## src/rtl/core/dctl_pkg.sv

```systemverilog
`default_nettype none
package dctl_pkg;

    localparam int DRIVE_SLOTS  = 4;
    localparam int SECTOR_BYTES = 512;
    localparam int SLOT_W       = 41;
    localparam int CFG_IDX_W    = 4;
    localparam int MAX_XFER     = 63;
    localparam int QUEUE_DEPTH  = 4;
    localparam int QPTR_W       = $clog2(QUEUE_DEPTH);

    localparam logic [15:0] SECTOR_STEP = 16'(SECTOR_BYTES);

    typedef enum logic [1:0] {
        ACT_RESET  = 2'd0,
        ACT_READ   = 2'd1,
        ACT_WRITE  = 2'd2,
        ACT_PARAMS = 2'd3
    } action_t;

    // One classified request, as handed from front to back.
    typedef struct packed {
        logic        is_status;
        logic        carry;
        logic        is_write;
        logic [31:0] lba;
        logic [19:0] seg_base;
        logic [15:0] offset;
        logic [5:0]  count;
        logic [1:0]  drive_count;
        logic [7:0]  pcl;
        logic [7:0]  psc;
        logic [7:0]  pmh;
    } req_t;

    function automatic logic slot_present(input logic [SLOT_W-1:0] s);
        return s[0];
    endfunction

    function automatic logic [7:0] slot_drive(input logic [SLOT_W-1:0] s);
        return s[8:1];
    endfunction

    function automatic logic [15:0] slot_cyls(input logic [SLOT_W-1:0] s);
        return s[24:9];
    endfunction

    function automatic logic [7:0] slot_heads(input logic [SLOT_W-1:0] s);
        return s[32:25];
    endfunction

    function automatic logic [7:0] slot_spt(input logic [SLOT_W-1:0] s);
        return s[40:33];
    endfunction

endpackage
`default_nettype wire

```

## src/rtl/core/disk_chs_to_lba_service.sv

```systemverilog
// Path: a two-stage classify pipeline, a 4-entry queue, then an output register.
// Throughput: one result beat per cycle while m_ready is high; a transfer holds
//   the sector sequencer until its last sector, any other request for one beat.
//   Requests enter back to back unless the queue and pipeline are stalled.
// Reset: synchronous, active low; clears drive slots (all absent), pipeline, queue
//   and output valid. No clearing pass.
`default_nettype none
module disk_chs_to_lba_service (
    input  wire logic                           aclk,
    input  wire logic                           aresetn,
    input  wire logic                           cfg_valid,
    output logic                                cfg_ready,
    input  wire logic [dctl_pkg::CFG_IDX_W-1:0] cfg_index,
    input  wire logic [dctl_pkg::SLOT_W-1:0]    cfg_data,
    input  wire logic                           s_valid,
    output logic                                s_ready,
    input  wire logic [1:0]                     s_action,
    input  wire logic [7:0]                     s_drive_number,
    input  wire logic [7:0]                     s_cyl_low,
    input  wire logic [7:0]                     s_sector_and_cyl_high,
    input  wire logic [7:0]                     s_head_number,
    input  wire logic [7:0]                     s_sector_count,
    input  wire logic [15:0]                    s_buffer_segment,
    input  wire logic [15:0]                    s_buffer_offset,
    output logic                                m_valid,
    input  wire logic                           m_ready,
    output logic                                m_kind,
    output logic [31:0]                         m_sector_lba,
    output logic [19:0]                         m_memory_address,
    output logic                                m_is_write,
    output logic                                m_last,
    output logic                                m_carry,
    output logic [1:0]                          m_drive_count,
    output logic [7:0]                          m_param_cyl_low,
    output logic [7:0]                          m_param_sector_cyl_high,
    output logic [7:0]                          m_param_max_head
);

    logic           q_push, q_full, q_pop, q_nonempty;
    dctl_pkg::req_t q_in, q_head;

    dctl_front u_front (
        .aclk                  (aclk),
        .aresetn               (aresetn),
        .cfg_valid             (cfg_valid),
        .cfg_ready             (cfg_ready),
        .cfg_index             (cfg_index),
        .cfg_data              (cfg_data),
        .s_valid               (s_valid),
        .s_ready               (s_ready),
        .s_action              (s_action),
        .s_drive_number        (s_drive_number),
        .s_cyl_low             (s_cyl_low),
        .s_sector_and_cyl_high (s_sector_and_cyl_high),
        .s_head_number         (s_head_number),
        .s_sector_count        (s_sector_count),
        .s_buffer_segment      (s_buffer_segment),
        .s_buffer_offset       (s_buffer_offset),
        .q_push                (q_push),
        .q_data                (q_in),
        .q_full                (q_full)
    );

    dctl_queue u_queue (
        .aclk      (aclk),
        .aresetn   (aresetn),
        .push      (q_push),
        .push_data (q_in),
        .full      (q_full),
        .pop       (q_pop),
        .head      (q_head),
        .nonempty  (q_nonempty)
    );

    dctl_back u_back (
        .aclk                    (aclk),
        .aresetn                 (aresetn),
        .q_head                  (q_head),
        .q_nonempty              (q_nonempty),
        .q_pop                   (q_pop),
        .m_valid                 (m_valid),
        .m_ready                 (m_ready),
        .m_kind                  (m_kind),
        .m_sector_lba            (m_sector_lba),
        .m_memory_address        (m_memory_address),
        .m_is_write              (m_is_write),
        .m_last                  (m_last),
        .m_carry                 (m_carry),
        .m_drive_count           (m_drive_count),
        .m_param_cyl_low         (m_param_cyl_low),
        .m_param_sector_cyl_high (m_param_sector_cyl_high),
        .m_param_max_head        (m_param_max_head)
    );

endmodule
`default_nettype wire

```

## src/rtl/core/dctl_front.sv

```systemverilog
`default_nettype none
module dctl_front (
    input  wire logic                          aclk,
    input  wire logic                          aresetn,
    input  wire logic                          cfg_valid,
    output logic                               cfg_ready,
    input  wire logic [dctl_pkg::CFG_IDX_W-1:0] cfg_index,
    input  wire logic [dctl_pkg::SLOT_W-1:0]   cfg_data,
    input  wire logic                          s_valid,
    output logic                               s_ready,
    input  wire logic [1:0]                    s_action,
    input  wire logic [7:0]                    s_drive_number,
    input  wire logic [7:0]                    s_cyl_low,
    input  wire logic [7:0]                    s_sector_and_cyl_high,
    input  wire logic [7:0]                    s_head_number,
    input  wire logic [7:0]                    s_sector_count,
    input  wire logic [15:0]                   s_buffer_segment,
    input  wire logic [15:0]                   s_buffer_offset,
    output logic                               q_push,
    output dctl_pkg::req_t                     q_data,
    input  wire logic                          q_full
);

    logic [dctl_pkg::SLOT_W-1:0] slot_reg [dctl_pkg::DRIVE_SLOTS];

    assign cfg_ready = 1'b1;

    always_ff @(posedge aclk) begin
        for (int i = 0; i < dctl_pkg::DRIVE_SLOTS; i++) begin
            if (!aresetn) begin
                slot_reg[i] <= '0;
            end else if (cfg_valid && cfg_index == dctl_pkg::CFG_IDX_W'(i)) begin
                slot_reg[i] <= cfg_data;
            end
        end
    end

    // drive lookup: lowest present slot wins
    logic                        hit, nxt_hit;
    logic [dctl_pkg::SLOT_W-1:0] hit_slot;
    logic [7:0]                  nxt_drive;

    assign nxt_drive = s_drive_number + 8'd1;

    always_comb begin
        hit      = 1'b0;
        nxt_hit  = 1'b0;
        hit_slot = '0;
        for (int i = dctl_pkg::DRIVE_SLOTS - 1; i >= 0; i--) begin
            if (dctl_pkg::slot_present(slot_reg[i]) &&
                dctl_pkg::slot_drive(slot_reg[i]) == s_drive_number) begin
                hit      = 1'b1;
                hit_slot = slot_reg[i];
            end
            if (dctl_pkg::slot_present(slot_reg[i]) &&
                dctl_pkg::slot_drive(slot_reg[i]) == nxt_drive) begin
                nxt_hit = 1'b1;
            end
        end
    end

    // stage 1: registered request plus selected geometry
    logic                        s1_valid_reg, s1_valid_next;
    logic [1:0]                  s1_action_reg;
    logic                        s1_hit_reg, s1_nxt_reg;
    logic [dctl_pkg::SLOT_W-1:0] s1_slot_reg;
    logic [9:0]                  s1_cyl_reg;
    logic [5:0]                  s1_sec_reg;
    logic [7:0]                  s1_head_reg, s1_cnt_reg;
    logic [15:0]                 s1_seg_reg, s1_off_reg;

    // stage 2: classified, with the first partial product
    logic                        s2_valid_reg, s2_valid_next;
    dctl_pkg::req_t              s2_req_reg, s2_req_next;
    logic [18:0]                 s2_part_reg, s2_part_next;
    logic [7:0]                  s2_spt_reg;
    logic [5:0]                  s2_sec_reg;

    logic s1_adv, s2_adv;

    assign q_push  = s2_valid_reg && !q_full;
    assign s2_adv  = !s2_valid_reg || q_push;
    assign s1_adv  = s1_valid_reg && s2_adv;
    assign s_ready = !s1_valid_reg || s2_adv;

    assign s1_valid_next = s_ready ? s_valid : s1_valid_reg;
    assign s2_valid_next = s2_adv ? s1_valid_reg : s2_valid_reg;

    always_ff @(posedge aclk) begin
        if (!aresetn) begin
            s1_valid_reg <= 1'b0;
            s2_valid_reg <= 1'b0;
        end else begin
            s1_valid_reg <= s1_valid_next;
            s2_valid_reg <= s2_valid_next;
        end
    end

    always_ff @(posedge aclk) begin
        if (s_valid && s_ready) begin
            s1_action_reg <= s_action;
            s1_hit_reg    <= hit;
            s1_nxt_reg    <= nxt_hit;
            s1_slot_reg   <= hit_slot;
            s1_cyl_reg    <= {s_sector_and_cyl_high[7:6], s_cyl_low};
            s1_sec_reg    <= s_sector_and_cyl_high[5:0];
            s1_head_reg   <= s_head_number;
            s1_cnt_reg    <= s_sector_count;
            s1_seg_reg    <= s_buffer_segment;
            s1_off_reg    <= s_buffer_offset;
        end
        if (s1_adv) begin
            s2_req_reg  <= s2_req_next;
            s2_part_reg <= s2_part_next;
            s2_spt_reg  <= dctl_pkg::slot_spt(s1_slot_reg);
            s2_sec_reg  <= s1_sec_reg;
        end
    end

    logic [15:0] ncyl, maxcyl;
    logic [7:0]  nhead, spt;
    logic [8:0]  sec_end;
    logic        bad_geom;

    always_comb begin
        ncyl    = dctl_pkg::slot_cyls(s1_slot_reg);
        nhead   = dctl_pkg::slot_heads(s1_slot_reg);
        spt     = dctl_pkg::slot_spt(s1_slot_reg);
        maxcyl  = ncyl - 16'd1;
        sec_end = {3'b0, s1_sec_reg} + {1'b0, s1_cnt_reg};
        bad_geom = ({6'b0, s1_cyl_reg} >= ncyl) || (s1_head_reg >= nhead) ||
                   (s1_sec_reg == 6'd0) || ({2'b0, s1_sec_reg} > spt) ||
                   (sec_end > {1'b0, spt} + 9'd1) ||
                   (s1_cnt_reg > 8'(dctl_pkg::MAX_XFER));

        s2_part_next = {9'b0, s1_cyl_reg} * {11'b0, nhead} + {11'b0, s1_head_reg};

        s2_req_next             = '0;
        s2_req_next.is_status   = 1'b1;
        s2_req_next.is_write    = (dctl_pkg::action_t'(s1_action_reg) == dctl_pkg::ACT_WRITE);
        s2_req_next.seg_base    = {s1_seg_reg, 4'b0};
        s2_req_next.offset      = s1_off_reg;
        s2_req_next.count       = s1_cnt_reg[5:0];

        priority if (dctl_pkg::action_t'(s1_action_reg) == dctl_pkg::ACT_RESET) begin
            s2_req_next.carry = 1'b0;
        end else if (!s1_hit_reg) begin
            s2_req_next.carry = 1'b1;
        end else if (dctl_pkg::action_t'(s1_action_reg) == dctl_pkg::ACT_PARAMS) begin
            s2_req_next.drive_count = s1_nxt_reg ? 2'd2 : 2'd1;
            s2_req_next.pcl         = maxcyl[7:0];
            s2_req_next.psc         = spt | {maxcyl[9:8], 6'b0};
            s2_req_next.pmh         = nhead - 8'd1;
        end else if (bad_geom) begin
            s2_req_next.carry = 1'b1;
        end else if (s1_cnt_reg == 8'd0) begin
            s2_req_next.carry = 1'b0;
        end else begin
            s2_req_next.is_status = 1'b0;
        end
    end

    // product fits in 27 bits: part < 2^18, spt < 2^8
    always_comb begin
        q_data     = s2_req_reg;
        q_data.lba = {5'b0, {8'b0, s2_part_reg} * {19'b0, s2_spt_reg}} +
                     {26'b0, s2_sec_reg - 6'd1};
    end

endmodule
`default_nettype wire

```

## src/rtl/core/dctl_queue.sv

```systemverilog
`default_nettype none
module dctl_queue (
    input  wire logic           aclk,
    input  wire logic           aresetn,
    input  wire logic           push,
    input  wire dctl_pkg::req_t push_data,
    output logic                full,
    input  wire logic           pop,
    output dctl_pkg::req_t      head,
    output logic                nonempty
);

    localparam int CNT_W = dctl_pkg::QPTR_W + 1;

    dctl_pkg::req_t                entry_reg [dctl_pkg::QUEUE_DEPTH];
    logic [dctl_pkg::QPTR_W-1:0]   wptr_reg, wptr_next, rptr_reg, rptr_next;
    logic [CNT_W-1:0]              cnt_reg, cnt_next;

    assign full     = (cnt_reg == CNT_W'(dctl_pkg::QUEUE_DEPTH));
    assign nonempty = (cnt_reg != '0);
    assign head     = entry_reg[rptr_reg];

    always_comb begin
        wptr_next = push ? wptr_reg + 1'b1 : wptr_reg;
        rptr_next = pop ? rptr_reg + 1'b1 : rptr_reg;
        cnt_next  = cnt_reg + CNT_W'(push) - CNT_W'(pop);
    end

    always_ff @(posedge aclk) begin
        if (!aresetn) begin
            wptr_reg <= '0;
            rptr_reg <= '0;
            cnt_reg  <= '0;
        end else begin
            wptr_reg <= wptr_next;
            rptr_reg <= rptr_next;
            cnt_reg  <= cnt_next;
        end
    end

    always_ff @(posedge aclk) begin
        if (push) begin
            entry_reg[wptr_reg] <= push_data;
        end
    end

endmodule
`default_nettype wire

```

## src/rtl/core/dctl_back.sv

```systemverilog
`default_nettype none
module dctl_back (
    input  wire logic           aclk,
    input  wire logic           aresetn,
    input  wire dctl_pkg::req_t q_head,
    input  wire logic           q_nonempty,
    output logic                q_pop,
    output logic                m_valid,
    input  wire logic           m_ready,
    output logic                m_kind,
    output logic [31:0]         m_sector_lba,
    output logic [19:0]         m_memory_address,
    output logic                m_is_write,
    output logic                m_last,
    output logic                m_carry,
    output logic [1:0]          m_drive_count,
    output logic [7:0]          m_param_cyl_low,
    output logic [7:0]          m_param_sector_cyl_high,
    output logic [7:0]          m_param_max_head
);

    // current transfer in progress
    logic        act_reg, act_next;
    logic [31:0] lba_reg, lba_next;
    logic [19:0] base_reg, base_next;
    logic [15:0] off_reg, off_next;
    logic [5:0]  left_reg, left_next;
    logic        wr_reg, wr_next;

    // output beat register
    logic        mv_reg, mv_next;
    logic        kind_reg, kind_next;
    logic [31:0] olba_reg, olba_next;
    logic [19:0] addr_reg, addr_next;
    logic        owr_reg, owr_next;
    logic        last_reg, last_next;
    logic        carry_reg, carry_next;
    logic [1:0]  dc_reg, dc_next;
    logic [7:0]  pcl_reg, pcl_next, psc_reg, psc_next, pmh_reg, pmh_next;

    logic        load;
    logic [31:0] src_lba;
    logic [19:0] src_base;
    logic [15:0] src_off;
    logic [5:0]  src_left;
    logic        src_wr;

    assign load  = !mv_reg || m_ready;
    assign q_pop = load && !act_reg && q_nonempty;

    always_comb begin
        src_lba  = act_reg ? lba_reg  : q_head.lba;
        src_base = act_reg ? base_reg : q_head.seg_base;
        src_off  = act_reg ? off_reg  : q_head.offset;
        src_left = act_reg ? left_reg : q_head.count;
        src_wr   = act_reg ? wr_reg   : q_head.is_write;

        act_next   = act_reg;
        lba_next   = lba_reg;
        base_next  = base_reg;
        off_next   = off_reg;
        left_next  = left_reg;
        wr_next    = wr_reg;
        mv_next    = mv_reg && !m_ready;
        kind_next  = kind_reg;
        olba_next  = olba_reg;
        addr_next  = addr_reg;
        owr_next   = owr_reg;
        last_next  = last_reg;
        carry_next = carry_reg;
        dc_next    = dc_reg;
        pcl_next   = pcl_reg;
        psc_next   = psc_reg;
        pmh_next   = pmh_reg;

        if (load && (act_reg || q_nonempty)) begin
            mv_next = 1'b1;
            if (!act_reg && q_head.is_status) begin
                kind_next  = 1'b1;
                olba_next  = '0;
                addr_next  = '0;
                owr_next   = 1'b0;
                last_next  = 1'b1;
                carry_next = q_head.carry;
                dc_next    = q_head.drive_count;
                pcl_next   = q_head.pcl;
                psc_next   = q_head.psc;
                pmh_next   = q_head.pmh;
            end else begin
                kind_next  = 1'b0;
                olba_next  = src_lba;
                addr_next  = src_base + {4'b0, src_off};
                owr_next   = src_wr;
                last_next  = (src_left == 6'd1);
                carry_next = 1'b0;
                dc_next    = '0;
                pcl_next   = '0;
                psc_next   = '0;
                pmh_next   = '0;
                act_next   = (src_left != 6'd1);
                lba_next   = src_lba + 32'd1;
                base_next  = src_base;
                off_next   = src_off + dctl_pkg::SECTOR_STEP;
                left_next  = src_left - 6'd1;
                wr_next    = src_wr;
            end
        end
    end

    always_ff @(posedge aclk) begin
        if (!aresetn) begin
            act_reg <= 1'b0;
            mv_reg  <= 1'b0;
        end else begin
            act_reg <= act_next;
            mv_reg  <= mv_next;
        end
    end

    always_ff @(posedge aclk) begin
        lba_reg   <= lba_next;
        base_reg  <= base_next;
        off_reg   <= off_next;
        left_reg  <= left_next;
        wr_reg    <= wr_next;
        kind_reg  <= kind_next;
        olba_reg  <= olba_next;
        addr_reg  <= addr_next;
        owr_reg   <= owr_next;
        last_reg  <= last_next;
        carry_reg <= carry_next;
        dc_reg    <= dc_next;
        pcl_reg   <= pcl_next;
        psc_reg   <= psc_next;
        pmh_reg   <= pmh_next;
    end

    assign m_valid                 = mv_reg;
    assign m_kind                  = kind_reg;
    assign m_sector_lba            = olba_reg;
    assign m_memory_address        = addr_reg;
    assign m_is_write              = owr_reg;
    assign m_last                  = last_reg;
    assign m_carry                 = carry_reg;
    assign m_drive_count           = dc_reg;
    assign m_param_cyl_low         = pcl_reg;
    assign m_param_sector_cyl_high = psc_reg;
    assign m_param_max_head        = pmh_reg;

    a_left_nonzero: assert property (@(posedge aclk) disable iff (!aresetn)
        act_reg |-> left_reg != 6'd0)
        else $error("active transfer with no sectors left");

    a_status_last: assert property (@(posedge aclk) disable iff (!aresetn)
        mv_reg && kind_reg |-> last_reg)
        else $error("status beat without last");

    a_carry_status: assert property (@(posedge aclk) disable iff (!aresetn)
        mv_reg && carry_reg |-> kind_reg)
        else $error("carry on a transfer beat");

    a_lba_step: assert property (@(posedge aclk) disable iff (!aresetn)
        mv_reg && m_ready && !kind_reg && !last_reg |=>
            mv_reg && !kind_reg && olba_reg == $past(olba_reg) + 32'd1)
        else $error("transfer beats not consecutive");

endmodule
`default_nettype wire

```

## config.mk

```make
export PLATFORM = sky130hd
export DESIGN_NAME = disk_chs_to_lba_service
export DESIGN_NICKNAME = d
export VERILOG_FILES = /design/src/rtl/core/dctl_pkg.sv /design/src/rtl/core/disk_chs_to_lba_service.sv /design/src/rtl/core/dctl_front.sv /design/src/rtl/core/dctl_queue.sv /design/src/rtl/core/dctl_back.sv
export SDC_FILE = /design/constraint.sdc
export NUM_CORES = 2
export LEC_CHECK = 0
export ABC_CLOCK_PERIOD_IN_PS = 17300
export BUFFER_PORTS_ARGS = -buffer_cell sky130_fd_sc_hd__buf_2
export CORE_MARGIN = 1
export CORE_UTILIZATION = 60
export CTS_CLUSTER_SIZE = 14
export DETAILED_ROUTE_END_ITERATION = 8
export PLACE_DENSITY_LB_ADDON = 0.05
export SLEW_MARGIN = 20
export SYNTH_ARGS = -nofsm -noshare
export SYNTH_HDL_FRONTEND = slang
export SYNTH_SLANG_ARGS = --single-unit
```

## constraint.sdc

```tcl
create_clock -name aclk -period 17.3 [get_ports aclk]
set_input_delay 0.865 -clock aclk [delete_from_list [all_inputs] [get_ports aclk]]
set_output_delay 0.865 -clock aclk [all_outputs]
set_load 0.05 [all_outputs]
```

# == Word-level counts from Yosys, hierarchy flattened ==
# Memories as Yosys holds them, arrays and structs flattened. A register that Yosys moved wholly into a read port is not among the register bits.
# Cells that the tools add are included.
# op_classes
addsub,16
mul,2
n_lt_le_gt_ge,5
eq_ne,16
mux,39
n_bitwise,8
n_reduce_logical,45
# ops
cell,n
2-to-1 mux 41 bit,8
== test 8 bit,8
adder 32 x 1 -> 32 bit (second input constant),1
2-to-1 mux 32 bit,1
adder 27 x 6 -> 28 bit,1
multiplier 19 x 8 -> 27 bit,1
2-to-1 mux 1 bit,24
adder 20 x 16 -> 20 bit,1
logical AND 1 bit,20
2-to-1 mux 20 bit,1
adder 18 x 8 -> 19 bit,1
multiplier 10 x 8 -> 18 bit,1
adder 16 x 10 -> 16 bit (second input constant),1
>= comparator 10 x 16 -> 1 bit,1
2-to-1 mux 16 bit,1
subtractor 6 x 1 -> 6 bit (second input constant),2
subtractor 10 x 1 -> 10 bit (second input constant),1
adder 6 x 8 -> 9 bit,1
adder 8 x 1 -> 9 bit (second input constant),1
> comparator 9 bit,1
logical OR 1 bit,9
OR reduction 3 bit,3
adder 8 x 1 -> 8 bit (second input constant),1
== test 4 x 2 -> 1 bit (second input constant),2
other kinds (25),39
# word_totals
reg_bits,377
ram_bits,544
inputBits,124
output_inout_bits,85
elab_cells,178
n_memories,2
# mem_list
name,words,width,rd,rd_clocked_by_memory_dff,write_ports,line_no,source
u_queue.entry_reg,4,95,1,1,1,dctl_queue.sv:15,dctl_pkg::req_t entry_reg [dctl_pkg::QUEUE_DEPTH];
u_front.slot_reg,4,41,4,0,4,dctl_front.sv:24,logic [dctl_pkg::SLOT_W-1:0] slot_reg [dctl_pkg::DRIVE_SLOTS];

# == Logic depth before layout (Yosys ltp) ==
# logic_depth
word_depth,9
mapped_depth,21
mapped_depth_nobuf,21

# == Hierarchy ==
# From an unflattened synthesis, not the netlist that was laid out.
# hier_totals
cells_unflattened,3461
hier_area_um2,48698.0
# by_module_without_submodules
mod,n_inst,cells_per_inst,area_per_inst_um2,seq_area_each_um2
dctl_front,1,2223,24800.0,10970.5
dctl_queue,1,581,15381.0,12552.0
dctl_back,1,657,8516.9,4754.6

# == Least setup slack after synthesis ==
# No wires, ideal clock.
# synth_timing
path_type,register to register
start,register with a tool-made name
end,"register u_back.base_reg[0], enable pin"
setup_time_ns,0.600
arrival_time_ns,6.801
required_time_ns,16.700
path_slack_ns,9.898
stages_incl_launch_ff,8
n_path_buf,4
synth_period_minus_slack_ns,7.402
cell_sequence,dfxtp_1 > buf_6 > buf_4 > mux4_2 > and2_1 > clkbuf_1 > clkbuf_1 > nor3_1
# synth_lines
element,line_no,source
end signal: assignment,dctl_back.sv:122,base_reg <= base_next;
end: declaration,dctl_back.sv:25,"logic [19:0] base_reg, base_next;"

==> run metrics <==
outcome=finished clean; register bit total from synthesis=914; Placed Instances=4340; complex-gate fraction of the synthesized area=4.20%; post-synthesis adder-cell area fraction=12.2%; crit-path max FO=19; post-CTS sizing=0; worst endpoint data arrival time=6.11 ns; main area contributors after synthesis=edfxtp_1, fa_1, ha_1; post-synthesis simple-gate area fraction=10.8%; Post-synth ARST share=0%; clock buffer depth=3; share of cells above drive strength 1=14.1%; worst vdd ir=0.189 mV; Final TNS setup=0 ns; total power=0.00894 W; gr ovfl total=0; first-pass GRT wire length=152000 µm; Die W=277 µm; Synth top area share=59.5%; Yosys top cell by area=edfxtp_1; ANT nets after route=0; Syn Inst Count=3250; largest net degree at the start of global routing=76; cells along the critical path=and2_1, fa_1, fa_1, fa_1, inv_1, fa_1, inv_1, ha_1, o21a_1, nor3_1, a211oi_1, o21ai_0, a311o_1, nand3_1, nand2_1, o311ai_0; leakage=19.5 nW; yosys warns=0; Pint=0.00559 W; Finished Core Util=67.7%; largest family of logic cells by synthesized area=adder cells; area share of xor/xnor cells in the synthesized design=3.39%; power share of the combinational group=40.6%; EDFF count, synth=901; Critical Path Max Stage Delay=0.67 ns; crit end category=register; GRT busiest layer=met2; top-count cell post-synth=edfxtp_1; met2 Usage GRT=43.0%; die span in y=277 µm; First-pass DRT Iterations=5; mux share of post-synthesis cell area=5.56%; CTS Root Buffer Type=clkbuf_16; met3 usage=3.48%; Achievable Freq=173 MHz; Mean Syn Cell Area=14.0 µm²; synthesized area=45500 µm²; H-tree Lvls=3; Hold Buf Count CTS=0; row count=100; vias in the first global route=27131; Power per Cell Area=177 nW/µm²; Max Cap Viol=0; Main synth FF type=edfxtp_1; Die ar.=76900 µm²; CORE AREA=74700 µm²; port buffer count=207; clock slew at reported path FFs=0.06 ns; drt drc=0; post-synth cell types=75; post-DP HPWL=64500 µm; final cell count without fillers=4523; grt met1 use=35.3%; Num CTS Buffers=94; clk sinks=914; io pins=209; Req. time, crit path=17.64 ns; final wirelength=96900 µm; Worst Setup Path Type=register to register; Clock power frac=21.6%; Final Cycle Share=33.4%; Largest register FFs=380; hold violation total from the final report=0; net switching power figure=0.00335 W; synthesis-to-layout area growth=11.2%; Setup violations, final=0; Clk Latency, worst-skew pair=0.65 ns; number of antenna violations at the first check in global routing=10; Period minus WS final=5.77 ns; total number of vias=25934; sequential share of the synthesized area=60.1%; Final Max Slew Viols=0; Setup Fix Bufs, Post-CTS=0; gp weighted congestion=0.868; WL/cell=21.4 µm; sw frac=37.4%; top cells by count, synth=edfxtp_1, and2_1, inv_1; CP most frequent cell=fa_1; CTS tree=built; Slew headroom=27.6%; DRT iter0 DRCs=1805; CP startpoint kind=register; initial core utilization=60.9%; Sequential Power Share=37.8%; final net count=3937; drt via density=5.73; worst slew pin tran=1.09 ns; net count after synthesis=3719; slowest cell on the critical path=edfxtp_1; Fill cells=5298; Hold WC Path Type=input port to register; worst clock skew=0.0688 ns; GRT Total Usage=25.7%; RSZ-0062 raised after global routing=false
## final cells by class
type | instances | area [µm²] | share of cell area (%)
inverters | 315 | 1180 | 2.34
clock buffers | 121 | 2550 | 5.03
repair buffers | 236 | 1270 | 2.50
multi-input cells | 1907 | 16600 | 32.8
well taps | 969 | 1210 | 2.40
diodes | 6 | 15.0 | 0.0297
flip-flops and latches | 914 | 27300 | 54.0
clock inverters | 55 | 424 | 0.839
## metal layers
| metal | vias up | wire length (µm) |
|---|---|---|
| met5 | - | 80 |
| met2 | 703 | 47700 |
| li1 | 11944 | - |
| met4 | 12 | 2450 |
| met3 | 155 | 5060 |
| met1 | 13120 | 41600 |
## final timing paths
check / slack [ns] / start / cells past startpoint / to
min reg2reg: 0.41 / u_front.s1_seg_reg[5] / 0 / u_front.q_data[57]
min: 0.39 / s_buffer_segment[6] / 1 / u_front.s1_seg_reg[6]
max reg2reg: 11.53 / u_front.s2_spt_reg[7] / 16 / u_queue.entry_reg[1][91]
max: 11.53 / u_front.s2_spt_reg[7] / 16 / u_queue.entry_reg[1][91]
## per-stage QoR
stage	hold WS (ns)	setup WS [ns]	cell area (µm²)
floorplan	0.400	9.90	45500
global placement	0.401	11.69	47600
detailed placement	0.405	11.52	47600
CTS	0.359	11.51	50500
global route	0.367	11.19	50600
finish	0.389	11.53	50600
## power groups by stage
stage	Combinational, W	Sequential (W)	Clock [W]
6_report	0.00363	0.00338	0.00193
5_1_grt	0.00405	0.00341	0.00205
4_1_cts	0.00364	0.00338	0.00197
3_5_place_dp	0.00362	0.00342	0
3_3_place_gp	0.00354	0.00341	0
2_1_floorplan	0.00237	0.00373	0
## kinds of logic (layout without fill, tap and decap cells)
kind of cell,after synthesis,count (layout)
simple gates,953,953
flops,914,914
buf+inv,429,727
fa+ha+maj,345,345
compound gates,301,301
xor+xnor,176,176
mux,131,131
other cells,1,7
## critical path: cells and delay by family, from the launching register on
family                   cells  cell delay [ns]
adder cells (fa/ha/maj)      5             2.49
AO/OA/AOI/OAI                5             1.62
flip-flops                   1             0.67
AND/OR/NAND/NOR              4             0.60
buffers and inverters        2             0.10
## cell usage in the layout, fill, tap and decap left out, drive strengths merged, types with 6 or more instances in the layout
master / Yosys / layout
a211oi: 11 / 11
a21boi: 6 / 6
a21o: 27 / 27
a21oi: 79 / 79
a221o: 23 / 23
a31oi: 9 / 9
and2: 336 / 336
and3: 34 / 34
buf: 28 / 236
clkbuf: 86 / 121
clkinv: 0 / 48
dfxtp: 13 / 13
diode: 0 / 6
edfxtp: 901 / 901
fa: 167 / 167
ha: 178 / 178
inv: 315 / 318
mux2i: 35 / 35
mux4: 95 / 95
nand2: 265 / 265
nand2b: 15 / 15
nand3: 43 / 43
nand4: 17 / 17
nor2: 130 / 130
nor2b: 29 / 29
nor3: 47 / 47
nor4: 11 / 11
o21a: 7 / 7
o21ai: 96 / 96
o21bai: 8 / 8
or3: 7 / 7
xnor2: 125 / 125
xor2: 51 / 51
Power figures use the tool's default switching activity.
